==> config.mk <==
export PLATFORM = sky130hd
export DESIGN_NAME = line_mode_rx_fifo_top
export DESIGN_NICKNAME = d
export VERILOG_FILES = /design/src/rtl/lmrx_pkg.sv /design/src/rtl/line_mode_rx_fifo_top.sv /design/src/rtl/lmrx_ram.sv /design/src/rtl/lmrx_front.sv /design/src/rtl/lmrx_back.sv
export SDC_FILE = /design/constraint.sdc
export NUM_CORES = 1
export LEC_CHECK = 0
export BUFFER_PORTS_ARGS = -buffer_cell sky130_fd_sc_hd__buf_2
export CORE_UTILIZATION = 60
export CTS_BUF_LIST = sky130_fd_sc_hd__clkbuf_16
export DETAILED_ROUTE_END_ITERATION = 12
export GPL_ROUTABILITY_DRIVEN = 0
export GPL_TIMING_DRIVEN = 0
export PLACE_DENSITY = 0.75
export SYNTH_ARGS = -nofsm -noshare
export SYNTH_HDL_FRONTEND = slang
export SYNTH_SLANG_ARGS = --single-unit
==> constraint.sdc <==
create_clock -name clk -period 4.8 [get_ports clk]
set_input_delay 0.24 -clock clk [delete_from_list [all_inputs] [get_ports clk]]
set_output_delay 0.24 -clock clk [all_outputs]
set_load 0.02 [all_outputs]
==> src/rtl/lmrx_pkg.sv <==
// shared types and constants for the line mode receive fifo
`timescale 1ns / 1ps
`default_nettype none
package lmrx_pkg;

  // request codes on req_type
  localparam logic [1:0] REQ_BYTE = 2'd0;
  localparam logic [1:0] REQ_READ = 2'd1;
  localparam logic [1:0] REQ_MARK = 2'd2;

  // control characters
  localparam logic [7:0] CH_CR  = 8'h0D;
  localparam logic [7:0] CH_LF  = 8'h0A;
  localparam logic [7:0] CH_BS  = 8'h08;
  localparam logic [7:0] CH_DEL = 8'h7F;

  // upper bound on results per read
  localparam int MAX_RESULTS = 64;

  // register byte offsets
  localparam logic [2:0] ADDR_RAW_MODE = 3'd0;

  typedef enum logic [1:0] {
    K_BYTE = 2'd0,
    K_READ = 2'd1,
    K_MARK = 2'd2,
    K_NONE = 2'd3
  } kind_t;

  typedef struct packed {
    kind_t       kind;
    logic [7:0]  data;
    logic [6:0]  len;
  } cmd_t;

  typedef struct packed {
    logic [7:0]  data;
    logic        valid;
    logic        last;
    logic        dropped;
    logic [6:0]  queued;
    logic        line_ready;
    logic        overflowed;
  } res_t;

  typedef enum logic [2:0] {
    S_IDLE  = 3'b001,
    S_ISSUE = 3'b010,
    S_EMIT  = 3'b100
  } bstate_t;

endpackage
`default_nettype wire

==> src/rtl/line_mode_rx_fifo_top.sv <==
// top level of the line mode receive fifo
//
// input channel: push/full with req_type, rx_byte, read_len; a transfer happens
// on a rising edge with push high and full low. the front queue holds two
// requests, so full only rises when the back end falls behind.
// result channel: empty/pop; the oldest result sits on the result ports while
// empty is low and leaves on a rising edge with pop high.
// a received byte, a command mark or an unused code gives one result, moved from
// the front queue into the result register once the result register is free.
// a read request gives one result per popped byte (at least one result);
// each popped byte goes through S_ISSUE, which addresses the fifo ram, and S_EMIT,
// which loads its registered read data into the result register when that is free.
// when the receiver stalls, the result register holds and the back end waits;
// the front queue keeps taking requests until both slots are filled.
// reset (rst, synchronous) empties the fifo, clears the line, command and
// overflow flags, sets raw_mode to 0 and drops any queued request or result.
// apb register at byte 0: bit 0 raw_mode; pready is always high.
`timescale 1ns / 1ps
`default_nettype none
module line_mode_rx_fifo_top
  import lmrx_pkg::*;
#(
  parameter int FIFO_DEPTH = 64
) (
  input  wire logic        clk,
  input  wire logic        rst,
  // request channel
  input  wire logic        push,
  output logic             full,
  input  wire logic [1:0]  req_type,
  input  wire logic [7:0]  rx_byte,
  input  wire logic [6:0]  read_len,
  // result channel
  output logic             empty,
  input  wire logic        pop,
  output logic [7:0]       read_data,
  output logic             data_valid,
  output logic             last,
  output logic             byte_dropped,
  output logic [6:0]       bytes_queued,
  output logic             line_ready,
  output logic             overflowed,
  // configuration port
  input  wire logic        psel,
  input  wire logic        penable,
  input  wire logic        pwrite,
  input  wire logic [2:0]  paddr,
  input  wire logic [31:0] pwdata,
  output logic [31:0]      prdata,
  output logic             pready
);

  logic raw_mode;
  logic cmd_valid;
  cmd_t cmd;
  logic cmd_take;
  logic out_valid;
  res_t res;

  // register file: raw_mode reads back at byte 0 only; writes to bytes 0 to 3 set it
  assign pready = 1'b1;
  assign prdata = (paddr == ADDR_RAW_MODE) ? {31'd0, raw_mode} : 32'd0;

  always_ff @(posedge clk) begin
    if (rst) begin
      raw_mode <= 1'b0;
    end else if (psel && penable && pwrite && pready && (paddr[2] == ADDR_RAW_MODE[2])) begin
      raw_mode <= pwdata[0];
    end
  end

  // request classification and queueing
  lmrx_front u_front (
    .clk       (clk),
    .rst       (rst),
    .push      (push),
    .full      (full),
    .req_type  (req_type),
    .rx_byte   (rx_byte),
    .read_len  (read_len),
    .cmd_valid (cmd_valid),
    .cmd       (cmd),
    .cmd_take  (cmd_take)
  );

  // line discipline and fifo
  lmrx_back #(
    .FIFO_DEPTH (FIFO_DEPTH)
  ) u_back (
    .clk       (clk),
    .rst       (rst),
    .raw_mode  (raw_mode),
    .cmd_valid (cmd_valid),
    .cmd       (cmd),
    .cmd_take  (cmd_take),
    .out_valid (out_valid),
    .res       (res),
    .pop       (pop)
  );

  // result register fields out to the ports
  assign empty        = !out_valid;
  assign read_data    = res.data;
  assign data_valid   = res.valid;
  assign last         = res.last;
  assign byte_dropped = res.dropped;
  assign bytes_queued = res.queued;
  assign line_ready   = res.line_ready;
  assign overflowed   = res.overflowed;

endmodule
`default_nettype wire

==> src/rtl/lmrx_ram.sv <==
// generic single write port ram with registered read
`timescale 1ns / 1ps
`default_nettype none
module lmrx_ram #(
  parameter int WIDTH = 8,
  parameter int DEPTH = 64
) (
  input  wire logic                     clk,
  input  wire logic                     wr_en,
  input  wire logic [$clog2(DEPTH)-1:0] wr_addr,
  input  wire logic [WIDTH-1:0]         wr_data,
  input  wire logic                     rd_en,
  input  wire logic [$clog2(DEPTH)-1:0] rd_addr,
  output logic      [WIDTH-1:0]         rd_data
);

  logic [WIDTH-1:0] mem [DEPTH];

  always_ff @(posedge clk) begin
    if (wr_en) begin
      mem[wr_addr] <= wr_data;
    end
    if (rd_en) begin
      rd_data <= mem[rd_addr];
    end
  end

endmodule
`default_nettype wire

==> src/rtl/lmrx_front.sv <==
// front end: accepts requests, classifies them and queues two deep
`timescale 1ns / 1ps
`default_nettype none
module lmrx_front
  import lmrx_pkg::*;
(
  input  wire logic       clk,
  input  wire logic       rst,
  input  wire logic       push,
  output logic            full,
  input  wire logic [1:0] req_type,
  input  wire logic [7:0] rx_byte,
  input  wire logic [6:0] read_len,
  output logic            cmd_valid,
  output cmd_t            cmd,
  input  wire logic       cmd_take
);

  cmd_t       q [2];
  logic       wp;
  logic       rp;
  logic [1:0] cnt;
  logic       do_push;
  logic       do_take;
  cmd_t       incoming;

  always_comb begin
    incoming.data = rx_byte;
    incoming.len  = read_len;
    unique case (req_type)
      REQ_BYTE: incoming.kind = K_BYTE;
      REQ_READ: incoming.kind = K_READ;
      REQ_MARK: incoming.kind = K_MARK;
      default:  incoming.kind = K_NONE;
    endcase
  end

  assign full      = (cnt == 2'd2);
  assign cmd_valid = (cnt != 2'd0);
  assign cmd       = q[rp];
  assign do_push   = push && !full;
  assign do_take   = cmd_take && cmd_valid;

  always_ff @(posedge clk) begin
    if (do_push) begin
      q[wp] <= incoming;
    end
  end

  always_ff @(posedge clk) begin
    if (rst) begin
      wp  <= 1'b0;
      rp  <= 1'b0;
      cnt <= 2'd0;
    end else begin
      if (do_push) begin
        wp <= ~wp;
      end
      if (do_take) begin
        rp <= ~rp;
      end
      cnt <= cnt + {1'b0, do_push} - {1'b0, do_take};
    end
  end

endmodule
`default_nettype wire

==> src/rtl/lmrx_back.sv <==
// back end: line discipline, fifo bookkeeping and result register
`timescale 1ns / 1ps
`default_nettype none
module lmrx_back
  import lmrx_pkg::*;
#(
  parameter int FIFO_DEPTH = 64
) (
  input  wire logic clk,
  input  wire logic rst,
  input  wire logic raw_mode,
  input  wire logic cmd_valid,
  input  wire cmd_t cmd,
  output logic      cmd_take,
  output logic      out_valid,
  output res_t      res,
  input  wire logic pop
);

  localparam int PTR_W = $clog2(FIFO_DEPTH);
  localparam int CNT_W = $clog2(FIFO_DEPTH + 1);
  localparam int CAP   = (FIFO_DEPTH < MAX_RESULTS) ? FIFO_DEPTH : MAX_RESULTS;

  bstate_t            state, state_next;
  logic [PTR_W-1:0]   head, head_next;
  logic [PTR_W-1:0]   tail, tail_next;
  logic [CNT_W-1:0]   fill, fill_next;
  logic [CNT_W-1:0]   rem, rem_next;
  logic               nl, nl_next;
  logic               cd, cd_next;
  logic               ov, ov_next;
  logic               out_valid_next;
  res_t               res_next;
  logic               load;
  logic               out_free;

  logic               wr_en;
  logic [PTR_W-1:0]   wr_addr;
  logic [7:0]         wr_byte;
  logic               rd_en;
  logic [7:0]         rd_data;

  logic               keep;
  logic [7:0]         b_cur;
  logic [6:0]         want;
  logic [CNT_W-1:0]   n_cnt;

  function automatic logic [PTR_W-1:0] nxt(input logic [PTR_W-1:0] p);
    return (p == PTR_W'(FIFO_DEPTH - 1)) ? '0 : p + 1'b1;
  endfunction

  lmrx_ram #(
    .WIDTH (8),
    .DEPTH (FIFO_DEPTH)
  ) u_store (
    .clk     (clk),
    .wr_en   (wr_en),
    .wr_addr (wr_addr),
    .wr_data (wr_byte),
    .rd_en   (rd_en),
    .rd_addr (head),
    .rd_data (rd_data)
  );

  assign out_free = !out_valid || pop;

  always_comb begin
    state_next = state;
    head_next  = head;
    tail_next  = tail;
    fill_next  = fill;
    rem_next   = rem;
    nl_next    = nl;
    cd_next    = cd;
    ov_next    = ov;
    cmd_take   = 1'b0;
    load       = 1'b0;
    wr_en      = 1'b0;
    wr_addr    = tail;
    rd_en      = 1'b0;
    keep       = 1'b1;
    b_cur      = cmd.data;
    want       = (cmd.len > 7'(CAP)) ? 7'(CAP) : cmd.len;
    n_cnt      = (want < 7'(fill)) ? CNT_W'(want) : fill;
    wr_byte    = b_cur;
    res_next   = '0;

    unique case (state)
      S_IDLE: begin
        if (cmd_valid && out_free) begin
          cmd_take = 1'b1;
          case (cmd.kind)
            K_BYTE: begin
              if (cd && nl) begin
                head_next = '0;
                tail_next = '0;
                fill_next = '0;
                nl_next   = 1'b0;
                cd_next   = 1'b0;
              end
              if (!raw_mode) begin
                if (b_cur == CH_CR) begin
                  b_cur = CH_LF;
                end
                if (nl_next) begin
                  keep = 1'b0;
                end else if (b_cur == CH_LF) begin
                  nl_next = 1'b1;
                end else if (b_cur == CH_BS || b_cur == CH_DEL) begin
                  keep = 1'b0;
                end
              end
              wr_byte = b_cur;
              if (keep) begin
                if (fill_next == CNT_W'(FIFO_DEPTH)) begin
                  ov_next = 1'b1;
                end else begin
                  // write slot is the tail after any command clear
                  wr_en     = 1'b1;
                  wr_addr   = tail_next;
                  tail_next = nxt(tail_next);
                  fill_next = fill_next + 1'b1;
                end
              end
              load             = 1'b1;
              res_next.last    = 1'b1;
              res_next.dropped = !keep;
            end
            K_READ: begin
              if (n_cnt == '0) begin
                load          = 1'b1;
                res_next.last = 1'b1;
              end else begin
                rem_next   = n_cnt;
                state_next = S_ISSUE;
              end
            end
            K_MARK: begin
              cd_next       = 1'b1;
              load          = 1'b1;
              res_next.last = 1'b1;
            end
            default: begin
              load          = 1'b1;
              res_next.last = 1'b1;
            end
          endcase
        end
      end
      S_ISSUE: begin
        rd_en      = 1'b1;
        state_next = S_EMIT;
      end
      S_EMIT: begin
        if (out_free) begin
          load           = 1'b1;
          res_next.data  = rd_data;
          res_next.valid = 1'b1;
          res_next.last  = (rem == CNT_W'(1));
          head_next      = nxt(head);
          fill_next      = fill - 1'b1;
          rem_next       = rem - 1'b1;
          state_next     = (rem == CNT_W'(1)) ? S_IDLE : S_ISSUE;
        end
      end
      default: begin
        state_next = S_IDLE;
      end
    endcase

    res_next.queued     = 7'(fill_next);
    res_next.line_ready = nl_next;
    res_next.overflowed = ov_next;
    out_valid_next      = load ? 1'b1 : (pop ? 1'b0 : out_valid);
  end

  always_ff @(posedge clk) begin
    if (rst) begin
      state     <= S_IDLE;
      head      <= '0;
      tail      <= '0;
      fill      <= '0;
      rem       <= '0;
      nl        <= 1'b0;
      cd        <= 1'b0;
      ov        <= 1'b0;
      out_valid <= 1'b0;
    end else begin
      state     <= state_next;
      head      <= head_next;
      tail      <= tail_next;
      fill      <= fill_next;
      rem       <= rem_next;
      nl        <= nl_next;
      cd        <= cd_next;
      ov        <= ov_next;
      out_valid <= out_valid_next;
    end
  end

  always_ff @(posedge clk) begin
    if (load) begin
      res <= res_next;
    end
  end

  a_fill_bound: assert property (@(posedge clk) disable iff (rst)
    fill <= CNT_W'(FIFO_DEPTH))
    else $error("fill count above depth");

  a_empty_ptrs: assert property (@(posedge clk) disable iff (rst)
    (fill == '0) |-> (head == tail))
    else $error("empty fifo with unequal pointers");

  a_read_rem: assert property (@(posedge clk) disable iff (rst)
    (state != S_IDLE) |-> (rem != '0 && rem <= fill))
    else $error("read count out of range");

  a_hold_result: assert property (@(posedge clk) disable iff (rst)
    (out_valid && !pop) |=> $stable(res))
    else $error("waiting result changed");

endmodule
`default_nettype wire

Word level (Yosys, flattened, before mapping)
Memories as Yosys holds them, arrays and structs flattened. A register that Yosys moved wholly into a read port is not among the register bits.
Index checks and enable logic that the tools add are counted.
{"block": "op_classes", "n_lt_le_gt_ge": 2, "n_mux": 101, "n_reduce_logical": 26, "n_eq_ne": 23, "n_addsub": 7, "bitwise": 3}
{"op": "$mux W7", "count": 15}
{"op": "$mux W6", "count": 17}
{"op": "$mux W8", "count": 9}
{"op": "$mux W1", "count": 45}
{"op": "$pmux W7 S2", "count": 2}
{"op": "$eq A8 B4 Y1 const B", "count": 3}
{"op": "$sub A7 B1 Y7 const B", "count": 2}
{"op": "$add A6 B1 Y6 const B", "count": 2}
{"op": "$eq A6 B6 Y1 const B", "count": 2}
{"op": "$mux W3", "count": 4}
{"op": "$pmux W6 S2", "count": 1}
{"op": "$reduce_and A5 Y1", "count": 2}
{"op": "$pmux W3 S3", "count": 1}
{"op": "$eq A8 B7 Y1 const B", "count": 1}
{"op": "$ne A2 B1 Y1 const B", "count": 4}
{"op": "$reduce_and A4 Y1", "count": 2}
{"op": "$reduce_bool A2 Y1", "count": 4}
{"op": "$add A7 B1 Y7 const B", "count": 1}
{"op": "$eq A7 B1 Y1 const B", "count": 1}
{"op": "$eq A7 B7 Y1 const B", "count": 1}
{"op": "$gt A7 B7 Y1 const B", "count": 1}
{"op": "$logic_and A1 B1 Y1", "count": 7}
{"op": "$logic_not A7 Y1", "count": 1}
{"op": "$lt A7 B7 Y1", "count": 1}
{"op": "other kinds (18)", "count": 33}
{"block": "totals", "ram_bits": 546, "register_bits": 58, "in_bits": 59, "out_inout_bits": 55, "word_cells": 184, "mem_count": 2}
{"name": "u_back.u_store.mem", "depth": 64, "word_bits": 8, "read_ports": 1, "rd_ports_with_merged_regs": 1, "write_ports": 1, "line_no": "lmrx_ram.sv:17", "source": "logic [WIDTH-1:0] mem [DEPTH];"}
{"name": "u_front.q", "depth": 2, "word_bits": 17, "read_ports": 1, "rd_ports_with_merged_regs": 1, "write_ports": 1, "line_no": "lmrx_front.sv:19", "source": "cmd_t q [2];"}

Longest topological paths before layout
Gate-level depths: netlist (run 1).
{"block": "depth", "depth_word": 21, "depth_mapped": 16, "mapped_depth_nobuf": 12}

Cells and area by module
From an unflattened synthesis (run 1), not the netlist that was laid out.
{"block": "hier_totals", "cells_unflattened": 1507, "area_unflattened_um2": 25490.7}
{"mod": "lmrx_ram", "area_each_um2": 20270.7, "instances": 1, "cells_each": 972}
{"mod": "lmrx_back", "area_each_um2": 3415.8, "instances": 1, "cells_each": 412}
{"mod": "lmrx_front", "area_each_um2": 1470.2, "instances": 1, "cells_each": 82}
{"mod": "line_mode_rx_fifo_top", "area_each_um2": 334.1, "instances": 1, "cells_each": 41}

Least setup slack after synthesis (run 1)
Ideal clock, no wire load.
{"block": "synth_timing", "path_type": "register -> register", "startpoint": "memory u_front.q[1][0] in the netlist's numbering", "endpoint": "register, netlist name u_back.res[0]", "slack_ns": 0.849, "arrival_ns": 3.557, "path_stages_with_launch": 13, "required_time_ns": 4.406, "n_path_buf": 0, "cell_sequence": "edfxtp_1 or4_1 o41ai_1 a21oi_1 nor2_1 ha_1 a21o_1 a21o_1 a221o_1 nor2_2 mux2_1 o21ai_0 nand2_1"}
{"element": "start: declaration", "line_no": "lmrx_front.sv:19"}

Worst setup path in the final report (run 1)
{"block": "layout_timing", "startpoint": "register u_back.nl", "endpoint": "memory u_back.u_store.mem[14][4] (enable)"}
{"block": "layout_between", "elab_chain_cells": 16, "word_cells_on_any_way": 31, "cone_classes": "1 x eq/ne; 29 x mux; 1 x reduce/logical"}
{"element": "start: declaration", "line_no": "lmrx_back.sv:29", "source": "logic nl, nl_next;"}
{"element": "start signal: assignment", "line_no": "lmrx_back.sv:194", "source": "nl <= nl_next;"}
{"element": "$logic_and A1 B1 Y1", "line_no": "lmrx_back.sv:94", "source": "if (cd && nl) begin"}
{"element": "$mux W1", "line_no": "lmrx_back.sv:94"}
{"element": "$mux W1", "line_no": "lmrx_back.sv:92", "source": "case (cmd.kind)"}
{"element": "$mux W1", "line_no": "lmrx_back.sv:90", "source": "if (cmd_valid && out_free) begin"}
{"element": "$mux W1", "line_no": "lmrx_back.sv:88", "source": "unique case (state)"}
{"element": "$mux W1", "line_no": "lmrx_back.sv:105", "source": "if (nl_next) begin"}
{"element": "$mux W1", "line_no": "lmrx_back.sv:101", "source": "if (!raw_mode) begin"}
{"element": "$mux W1", "line_no": "lmrx_back.sv:92"}
{"element": "$mux W1", "line_no": "lmrx_back.sv:90"}
{"element": "$mux W1", "line_no": "lmrx_back.sv:88"}
{"element": "$mux W1", "line_no": "lmrx_back.sv:114", "source": "if (keep) begin"}
{"element": "$mux W1", "line_no": "lmrx_back.sv:92"}
{"element": "$mux W1", "line_no": "lmrx_back.sv:90"}
{"element": "$mux W1", "line_no": "lmrx_back.sv:88"}
{"element": "$mux W1", "line_no": "lmrx_ram.sv:20", "source": "if (wr_en) begin"}
{"element": "$mux W1 (not written as such)", "line_no": "lmrx_ram.sv:21", "source": "mem[wr_addr] <= wr_data;"}
{"element": "end: declaration", "line_no": "lmrx_ram.sv:17"}
Several ways; a longest one is shown, not always the timed one. The select of a mux whose other input is x is not followed.

==> summary.txt, run 1 <==
Status
  • Outcome: finished, final reports clean

Finish
  • Area Overhead vs Synth: 12.9%
  • Layout cells sized above 1: 26.9%
  • Ant. Diodes: 0
  • Layout Cells excl Fill: 2173
  • Final layout net count: 1666
  • Finished Core Util: 68.8%

Synth
  • Mapped Cells: 1417
  • Synth Flop Type: edfxtp_1
  • Area contributors post-synth: edfxtp_1, mux4_2, dfxtp_1, nor2_1, buf_4
  • Syn Area/Cell: 18.1 um^2
  • Synth top area share: 67.3%
  • Ys Warns: 0
  • Compound-Gate Fraction of Synth Area: 3.98%
  • Sequential element share of the synthesized area: 70.4%
  • Top cell type by total area after synthesis: edfxtp_1
  • Asr flop ratio synth: 0%
  • Post-Syn Area: 25600 um^2
  • Post-synth EDFFs: 574
  • Yosys reg bits: 613
  • Largest family of logic cells by synthesized area: multiplexers
  • Post-synthesis mux area share: 15.4%
  • Synth cell types: 88
  • Synth Area in Simple Gates: 6.43%
  • Post-Synth XOR/XNOR Area: 0.137%
  • Synth Area in Adders: 0.733%

Pwr
  • Maximum VDD drop: 0.000323 V
  • Sw Share: 26.8%
  • Static Leak: 9.15 nW
  • Pint: 0.00943 W
  • Clock group share of total power: 33.2%
  • Comb pwr share: 15.2%
  • Flop pwr share: 51.5%
  • Switching pwr: 0.00346 W
  • Power Density: 446 nW/um^2
  • Total power: 0.0129 W

Route
  • Initial DRC count: 1709
  • Routed Antenna Nets: 0
  • DR vias: 14400
  • DRC: 0
  • Vias per std cell: 6.61
  • Total wire length: 60400 um
  • Drt pass-1 iters: 9
  • Wire per inst: 27.8 um

Floorplan
  • Rows: 75
  • Die Wd: 209 um
  • Placeable Area: 42000 um^2
  • Initial core utilization: 60.9%
  • Chip Height: 209 um
  • I/O pin count: 114
  • Die ar.: 43500 um^2

Clocking
  • Worst-case clock buffer depth: 3
  • Worst skew pair latency: 0.63 ns
  • H-tree levels: 2
  • Clock sink count: 613
  • Root buffer cell: clkbuf_16
  • CTS tree: built
  • TritonCTS Buffers: 58
  • Clock transition at the registers of the reported paths: 0.06 ns

STA
  • # setup viols final: 0
  • Fin. max-slew vios: 0
  • Rel. slew slack: 7.78%
  • Fin crit period: 4.42 ns
  • Worst Tran Pin Value: 1.38 ns
  • Setup Skew: 0.0219 ns
  • Endpoints failing hold: 0
  • Highest clock rate: 226 MHz
  • Hold Slack: 0.0283 ns
  • RSZ-0062 raised after global routing: no
  • Crit share post-route: 92.1%

Global routing
  • Largest net degree at the start of global routing: 65
  • Initial antenna violation count: 0
  • Gr usage total: 28.3%
  • First-pass GRT wire length: 90000 um
  • GR Overflow Total: 0
  • Vias in the first global route: 14200

Critical path
  • Crit path kind: register to register
  • Startpoint types: register
  • Crit Path Max Fanout: 10
  • CP arrival: 4.65 ns
  • Reg2reg setup slack: 0.38 ns
  • Crit path capture type: register
  • Critical path required time: 5.03 ns

Run
  • MaxCap Viol Count: 0

Placed design
  • # port buffers: 47
  • Dpl cells: 2050
  • Hpwl dp: 39200 um

Hold path
  • Hold crit path type: input port to register
## worst max-delay path: stages, from the launching register on
cell and delay, ns:
dfxtp_1 0.36, nand2_1 0.24, clkbuf_1 0.46, nand2_1 0.15, ha_1 0.24, nand3_1 0.25
o21ai_0 0.16, o21ai_1 0.29, buf_4 0.27, nand4_1 0.44, nor3_1 1.16
## per-layer routing
metal  wire (um)  global-route usage [%]  share of wire, %
met5           0                       0                 0
met1       23800                    40.2                39
met3        5480                    4.99               9.1
met2       28600                    44.0                47
met4        2590                    12.2               4.3
## cell families after synthesis
group | after synthesis
buf+inv | 144
mux | 193
compound gates | 143
xor+xnor | 4
flops | 613
other cells | 2
fa+ha+maj | 15
simple gates | 303
## power groups by stage
stage / sequential [W] / combinational, W / clock (W)
finish: 0.00664 / 0.00196 / 0.00428
floorplan: 0.00685 / 0.00106 / 0
detailed placement: 0.00676 / 0.00192 / 0
global placement: 0.00681 / 0.00172 / 0
CTS: 0.00665 / 0.00194 / 0.00432
global route: 0.00666 / 0.00209 / 0.00449
## repair_timing
action / in CTS / in global routing
resized for setup: 0 / 3
hold buffers: 19 / 0
setup buffers: 0 / 0
hold endpoints to repair: 35 / 0
setup endpoints to repair: 0 / 20
## cells in the mapped netlist, types with 4 or more instances
cell        n
a211oi_1    8
a21o_1      4
a21oi_1    34
a31oi_1     9
a32o_1      4
and2_1      9
and3_1     18
buf_1      10
buf_2      19
buf_4      36
buf_6       4
clkbuf_1   46
dfxtp_1    39
edfxtp_1  574
ha_1       15
inv_1      27
mux2_2     14
mux2i_1    18
mux4_2    160
nand2_1    49
nand2b_1    5
nand3_1    22
nand3b_1    4
nand4_1    12
nor2_1     90
nor2b_1     4
nor3_1     26
nor3b_1     6
nor4_1     17
nor4_2      9
o21ai_0    18
o21ai_1    12
or3_1       7
## final timing paths
path	startpoint	to	depth (start not counted)
setup / recovery	u_back.nl$_SDFF_PP0_	u_back.u_store.mem[14][4]$_DFFE_PP_	10
hold / removal	push	u_front.wp$_SDFFE_PP0P_	4
hold reg to reg	u_back.rem[1]$_SDFFE_PP0P_	u_back.rem[1]$_SDFFE_PP0P_	2
setup reg to reg	u_back.nl$_SDFF_PP0_	u_back.u_store.mem[14][4]$_DFFE_PP_	10
## flip-flops by register name, indices dropped and copies added, names as in the netlist, named ones only
signal	count
u_back.cd	1
u_back.tail	6
u_back.u_store.mem	512
u_back.state	3
u_front.cnt	2
u_front.q	34
u_back.res	20
u_front.rp	1
raw_mode	1
u_back.ov	1
u_front.wp	1
u_back.nl	1
u_back.out_valid	1
u_back.u_store.rd_data	8
u_back.fill	7
u_back.head	6
u_back.rem	7
## area by class of cell
class	count	area [um^2]
buffer	115	621
fill	2643	13100
sequential	613	18000
inverter	29	121
multi-input combinational	690	7100
clock buffer	59	1480
tap	539	674
clock inverter	43	269
timing repair buffer	85	628
## metrics by stage
step	TNS [ns]	worst slack [ns]	instance area (um^2)
floorplan	0	0.849	25700
global placement	-230.24	-0.905	26600
detailed placement	0	0.123	26900
CTS	0	0.0806	28900
global route	0	0.112	28900
finish	0	0.379	28900
## cell usage in the layout (no fill, tap or decap), drive strengths merged, types with 5 or more instances in the layout
| cell | Yosys | layout |
|---|---|---|
| o32ai | 5 | 5 |
| nor4 | 26 | 26 |
| clkbuf | 46 | 106 |
| mux2i | 18 | 18 |
| or3 | 7 | 7 |
| nand4 | 13 | 13 |
| nand3 | 23 | 23 |
| dlygate4sd3 | 0 | 19 |
| mux2 | 15 | 15 |
| o21ai | 32 | 32 |
| inv | 28 | 43 |
| nand2b | 5 | 5 |
| dfxtp | 39 | 39 |
| nand2 | 51 | 51 |
| ha | 15 | 15 |
| edfxtp | 574 | 574 |
| a31oi | 9 | 9 |
| conb | 2 | 32 |
| buf | 69 | 134 |
| a21oi | 35 | 35 |
| nor2 | 92 | 92 |
| and2 | 9 | 9 |
| nor3 | 28 | 28 |
| mux4 | 160 | 160 |
| clkinv | 1 | 24 |
| nor3b | 8 | 8 |
| a211oi | 10 | 10 |
| and3 | 18 | 18 |
No activity file was read; power rests on OpenSTA's default activity.
==> run 2, diff against run 1 <==
--- a/config.mk
+++ b/config.mk
@@ -14,4 +14,5 @@
 export PLACE_DENSITY = 0.75
 export SYNTH_ARGS = -nofsm -noshare
 export SYNTH_HDL_FRONTEND = slang
+export SYNTH_HIERARCHICAL = 1
 export SYNTH_SLANG_ARGS = --single-unit
==> run 2 against run 1 <==
  * The run now ends with setup timing left
  * Largest cell class unchanged
  * Setup slack lost 0.49 ns
  * Critical path type unchanged
  * Hold slack gained 0.053 ns
  * Synthesized cell count grew 6.4%
  * Total power grew 1.6%
  * Global-route usage grew 1.2 points
  * Routed wire length grew 3.7%
  * Clock skew grew 0.0037 ns
==> summary.txt, run 2 <==
Clocking
  • Clock transition at the registers of the reported paths: 0.06 ns
  • TritonCTS Buffers: 58
  • Clock sink count: 613
  • H-tree levels: 2
  • CTS tree: built
  • Worst-case clock buffer depth: 3
  • Root buffer cell: clkbuf_16
  • Worst skew pair latency: 0.62 ns

Synth
  • Top cell type by total area after synthesis: edfxtp_1
  • Synth Area in Simple Gates: 7.80%
  • Compound-Gate Fraction of Synth Area: 4.74%
  • Post-Synth XOR/XNOR Area: 0.172%
  • Post-synthesis mux area share: 12.8%
  • Asr flop ratio synth: 0%
  • Mapped Cells: 1507
  • Yosys reg bits: 613
  • Syn Area/Cell: 16.9 um^2
  • Synth cell types: 84
  • Synth Area in Adders: 0.736%
  • Area contributors post-synth: edfxtp_1, mux4_2, dfxtp_1, nor2_1, buf_4
  • Synth top area share: 67.6%
  • Most common cell in the netlist: edfxtp_1
  • Largest family of logic cells by synthesized area: multiplexers
  • Post-Syn Area: 25500 um^2
  • Sequential element share of the synthesized area: 70.7%
  • Most frequent cells after synthesis: edfxtp_1, nor2_1, mux4_2, nand2_1, buf_4
  • Ys Warns: 6
  • Post-synth EDFFs: 574
  • Synth Flop Type: edfxtp_1

Critical path
  • CP arrival: 5.16 ns
  • Crit path capture type: register
  • Crit Path Max Fanout: 10
  • Largest stage delay, worst path: 0.78 ns
  • WP buf/inv: 5
  • Startpoint types: register
  • Crit path kind: register to register
  • CP max-delay cell: nor2_1
  • Cell family with most CP delay: simple AND/OR/NAND/NOR gates
  • Reg2reg setup slack: -0.11 ns
  • Critical path required time: 5.05 ns
  • Cells along the critical path: buf_2 > buf_4 > mux2_1 > nor3_1 > nand3b_1 > a21oi_1 > buf_2 > nor2_1 > nor2b_1 > clkbuf_1 > nand3b_1 > or2_2 > clkbuf_1 > nor2_1

Floorplan
  • Placeable Area: 41900 um^2
  • Die Wd: 208 um
  • Die ar.: 43300 um^2
  • I/O pin count: 114
  • Rows: 75
  • Initial core utilization: 60.8%
  • Chip Height: 208 um

STA
  • Setup TNS: -3.22 ns
  • Crit share post-route: 102%
  • Worst setup margin: -0.114 ns
  • Rel. slew slack: 8.14%
  • Worst Tran Pin Value: 1.38 ns
  • Endpoints failing hold: 0
  • Fin. max-slew vios: 0
  • Setup Skew: 0.0256 ns
  • Fin crit period: 4.91 ns
  • # setup viols final: 48
  • RSZ-0062 raised after global routing: yes
  • Hold Slack: 0.0815 ns
  • Highest clock rate: 204 MHz

Global routing
  • GR Overflow Total: 0
  • Gr usage total: 29.5%
  • Vias in the first global route: 14600
  • Initial antenna violation count: 0
  • First-pass GRT wire length: 92700 um
  • Largest net degree at the start of global routing: 65

Route
  • Vias per std cell: 6.61
  • Initial DRC count: 2059
  • DR vias: 15000
  • Metal3 WL: 7230 um
  • Routed Antenna Nets: 0
  • Drt pass-1 iters: 5
  • WL met1: 23800 um
  • Wire per inst: 27.7 um
  • Met2 Routed Length: 28900 um
  • Total wire length: 62700 um
  • DRC: 0
  • Highest routed layer: met4

Placed design
  • Area after DPL: 26700 um^2
  • Hpwl dp: 41700 um
  • # port buffers: 48

Status
  • Outcome: complete, but fails checks
  • Violated checks: setup timing

Finish
  • Area Overhead vs Synth: 13.7%
  • Largest regs: u_back/u_store/mem (512), u_front/q (34), u_back/res (20)
  • Commonest non-fill, non-tap cell in the layout: edfxtp_1
  • FILL cells: 2652
  • Finished Core Util: 69.1%
  • Most flops, register: u_back/u_store/mem
  • Final layout net count: 1749
  • Final instance area: 29000 um^2
  • Most frequent cells in the layout: edfxtp_1, mux4_2, nor2_1
  • Ant. Diodes: 0
  • Max reg flops: 512
  • Layout cells sized above 1: 24.7%

Pwr
  • Maximum VDD drop: 0.000375 V
  • Total power: 0.0131 W
  • Static Leak: 9.44 nW
  • Power Density: 452 nW/um^2

Run
  • MaxCap Viol Count: 0

Hold path
  • Worst Min Path Start: pop
  • Hold crit path type: input port to register
## run 2: worst reg2reg max path, stage by stage (launching register included)
cell	delay, ns
dfxtp_1	0.30
buf_2	0.24
buf_4	0.26
mux2_1	0.40
nor3_1	0.28
nand3b_1	0.14
a21oi_1	0.25
buf_2	0.30
nor2_1	0.16
nor2b_1	0.22
clkbuf_1	0.35
nand3b_1	0.20
or2_2	0.31
clkbuf_1	0.36
nor2_1	0.78
## run 2: cells by family after synthesis
logic type | after synthesis
xor+xnor | 5
flops | 613
compound gates | 176
simple gates | 390
buf+inv | 137
mux | 169
other cells | 2
fa+ha+maj | 15
## run 2: cell type report
class                           instances  area (um^2)  area share, %
Inverter                               23         88.8          0.306
Buffer                                114          687           2.37
Tap cell                              539          674           2.33
Clock inverter                         49          493           1.70
Sequential cell                       613        18000           62.1
Clock buffer                           59         1480           5.09
Timing Repair Buffer                   78          626           2.16
Multi-Input combinational cell        787         6930           23.9
## run 2: where the power goes
part	internal, W	leakage, nW	switching, W
clock network	0.00272	0.981	0.00197
logic	0.000518	2.96	0.00132
registers	0.00650	5.50	0.0000568
## run 2: path summary, 6_finish.rpt
check                                  endpoint  cells after the start
max          u_back/u_store/mem[3][0]$_DFFE_PP_                     14
min                u_back/state[2]$_SDFFE_PP0P_                      4
max reg2reg  u_back/u_store/mem[3][0]$_DFFE_PP_                     14
min reg2reg          u_back/rem[1]$_SDFFE_PP0P_                      2
## run 2: through the flow
step	cells	worst slack, ns
after CTS	2260	-0.145
after floorplan	1537	0.903
after global routing	2262	-0.232
after global placement	2124	-0.938
after detailed placement	2131	-0.150
final	2262	-0.114
## run 2: routing by layer
metal,global-route usage [%],up-vias
met4,12.7,0
li1,-,6264
met1,40.8,7437
met3,6.82,197
met2,45.7,1052
met5,0,-
## run 2: repair_timing
| action | in CTS | in global routing |
|---|---|---|
| hold buffers | 21 | 0 |
| hold endpoints to repair | 40 | 0 |
| buffers inserted | 0 | 2 |
| pin swaps | 0 | 2 |
| gates resized for setup | 1 | 37 |
| endpoints found under the setup margin | 48 | 296 |
==> run 3, diff against run 2 <==
--- a/config.mk
+++ b/config.mk
@@ -6,6 +6,7 @@
 export NUM_CORES = 1
 export LEC_CHECK = 0
 export BUFFER_PORTS_ARGS = -buffer_cell sky130_fd_sc_hd__buf_2
+export CORE_MARGIN = 2
 export CORE_UTILIZATION = 60
 export CTS_BUF_LIST = sky130_fd_sc_hd__clkbuf_16
 export DETAILED_ROUTE_END_ITERATION = 12
==> run 3 against run 2 <==
  * The flow still finishes with violations (setup timing)
  * Sequential cell count stayed put
  * First-iteration DRC count rose by 13%
  * Non-clock buffer count up 4
  * Global-route usage down 0.18 points
  * Clock skew fell by 0.012 ns
  * Hold slack lost 0.0028 ns
  * Register-to-register slack improved by 0.07 ns
  * Fmax is 1.4% higher
  * Core utilization rose by 0.21 points
  * Total power decreased by 1.4%
  * Combinational power barely moved
==> summary.txt, run 3 (same netlist as run 2, synthesis figures left out) <==
Global routing
  • Initial antenna violation count: 0
  • First-pass GRT wire length: 93000 um
  • Vias in the first global route: 14400
  • Largest net degree at the start of global routing: 65
  • GR Overflow Total: 0
  • Gr usage total: 29.4%

Critical path
  • Crit path kind: register to register
  • Startpoint types: register
  • CP arrival: 5.08 ns
  • Crit Path Max Fanout: 10
  • Critical path required time: 5.03 ns
  • Crit path capture type: register

Clocking
  • Worst-case clock buffer depth: 3
  • CTS tree: built
  • Root buffer cell: clkbuf_16
  • Clock sink count: 613
  • H-tree levels: 2
  • TritonCTS Buffers: 58
  • Worst skew pair latency: 0.61 ns
  • Clock transition at the registers of the reported paths: 0.06 ns

Finish
  • Largest regs: u_back/u_store/mem (512), u_front/q (34), u_back/res (20)
  • Most frequent cells in the layout: edfxtp_1, mux4_2, nor2_1
  • Final layout net count: 1753
  • Sequential Area: 18000 um^2
  • Area of the multi-input gates: 7020 um^2
  • FILL cells: 2655
  • Area Overhead vs Synth: 14.1%
  • Ant. Diodes: 0
  • Max reg flops: 512
  • Most flops, register: u_back/u_store/mem
  • Layout cells sized above 1: 25.0%
  • Final instance area: 29100 um^2
  • Commonest non-fill, non-tap cell in the layout: edfxtp_1

Route
  • Drt pass-1 iters: 8
  • Wire per inst: 28.2 um
  • Met2 Routed Length: 30300 um
  • Highest routed layer: met4
  • DR vias: 14900
  • Routed Antenna Nets: 0
  • DRC: 0
  • Total wire length: 63900 um
  • Vias per std cell: 6.57
  • Initial DRC count: 2326
  • Metal3 WL: 7810 um
  • WL met1: 23400 um

Status
  • Outcome: complete, but fails checks
  • Violated checks: setup timing

STA
  • Crit share post-route: 101%
  • # setup viols final: 16
  • Highest clock rate: 206 MHz
  • Rel. slew slack: 12.4%
  • Fin crit period: 4.85 ns
  • Worst setup margin: -0.0485 ns
  • RSZ-0062 raised after global routing: yes
  • Worst Tran Pin Value: 1.31 ns
  • Setup Skew: 0.0139 ns
  • Fin. max-slew vios: 0
  • Endpoints failing hold: 0

Pwr
  • Maximum VDD drop: 0.000308 V
  • Static Leak: 9.46 nW
  • Power Density: 444 nW/um^2
  • Total power: 0.0129 W

Floorplan
  • Placeable Area: 41900 um^2
  • Die ar.: 44100 um^2
  • I/O pin count: 114
  • Rows: 75
  • Chip Height: 210 um
  • Initial core utilization: 60.8%
  • Die Wd: 210 um

Placed design
  • Area after DPL: 26700 um^2
  • # port buffers: 48
  • Hpwl dp: 41800 um

Run
  • MaxCap Viol Count: 0

Hold path
  • Hold crit path type: input port to register
[run 3: cell type report]
| type | count | area share [%] |
|---|---|---|
| Sequential cell | 613 | 62.0 |
| Multi-Input combinational cell | 787 | 24.1 |
| Clock buffer | 59 | 5.08 |
| Timing Repair Buffer | 84 | 2.46 |
| Buffer | 112 | 2.33 |
| Tap cell | 539 | 2.32 |
| Clock inverter | 49 | 1.41 |
| Inverter | 23 | 0.305 |
[run 3: metal layers]
layer / global-route usage [%] / up-vias
met2: 46.6 / 1003
li1: - / 6263
met5: 0 / -
met1: 40.6 / 7449
met4: 10.5 / 0
met3: 6.85 / 165
[run 3: stage by stage]
stage                     hold WS (ns)  setup slack [ns]  cells  TNS, ns  util [%]
after floorplan                  0.309             0.903   1537        0         -
after global placement           0.429            -0.981   2124  -102.10      63.2
after detailed placement         0.431            -0.204   2131    -5.32      63.6
after CTS                       0.0457            -0.232   2261    -7.42      68.6
after global routing             0.123            -0.230   2266   -20.29      69.3
final                           0.0787           -0.0485   2266   -0.531      69.3
[run 3: path summary, 6_finish.rpt]
check | depth (start not counted) | start | slack (ns) | to
setup / recovery | 12 | register | -0.05 | u_back/u_store/mem[26][6]$_DFFE_PP_
hold / removal | 4 | pop | 0.08 | u_back/state[2]$_SDFFE_PP0P_
setup reg to reg | 12 | register | -0.05 | u_back/u_store/mem[26][6]$_DFFE_PP_
hold reg to reg | 2 | u_back/rem[1]$_SDFFE_PP0P_ | 0.48 | u_back/rem[1]$_SDFFE_PP0P_
[run 3: worst max-delay path: stages, from the launching register on]
cell	delay [ns]
dfxtp_1	0.30
buf_2	0.24
buf_4	0.26
mux2_1	0.42
nor3_1	0.29
nand3b_1	0.14
a21oi_1	0.23
buf_2	0.28
nor2_1	0.16
nor2b_1	0.24
clkbuf_1	0.33
nand3_1	0.66
nor2_1	0.92
[run 3: timing repair]
item	in CTS	in global routing
buffers inserted	0	7
hold endpoints to repair	40	0
setup endpoints to repair	48	440
resized for setup	0	63
pin swaps	0	7
hold buffers	22	0
[run 3: power breakdown]
group / leakage [nW] / total, W / switching [W] / internal [W]
clock: 0.976 / 0.00452 / 0.00188 / 0.00264
sequential: 5.50 / 0.00657 / 0.0000594 / 0.00651
combinational: 2.99 / 0.00183 / 0.00132 / 0.000511
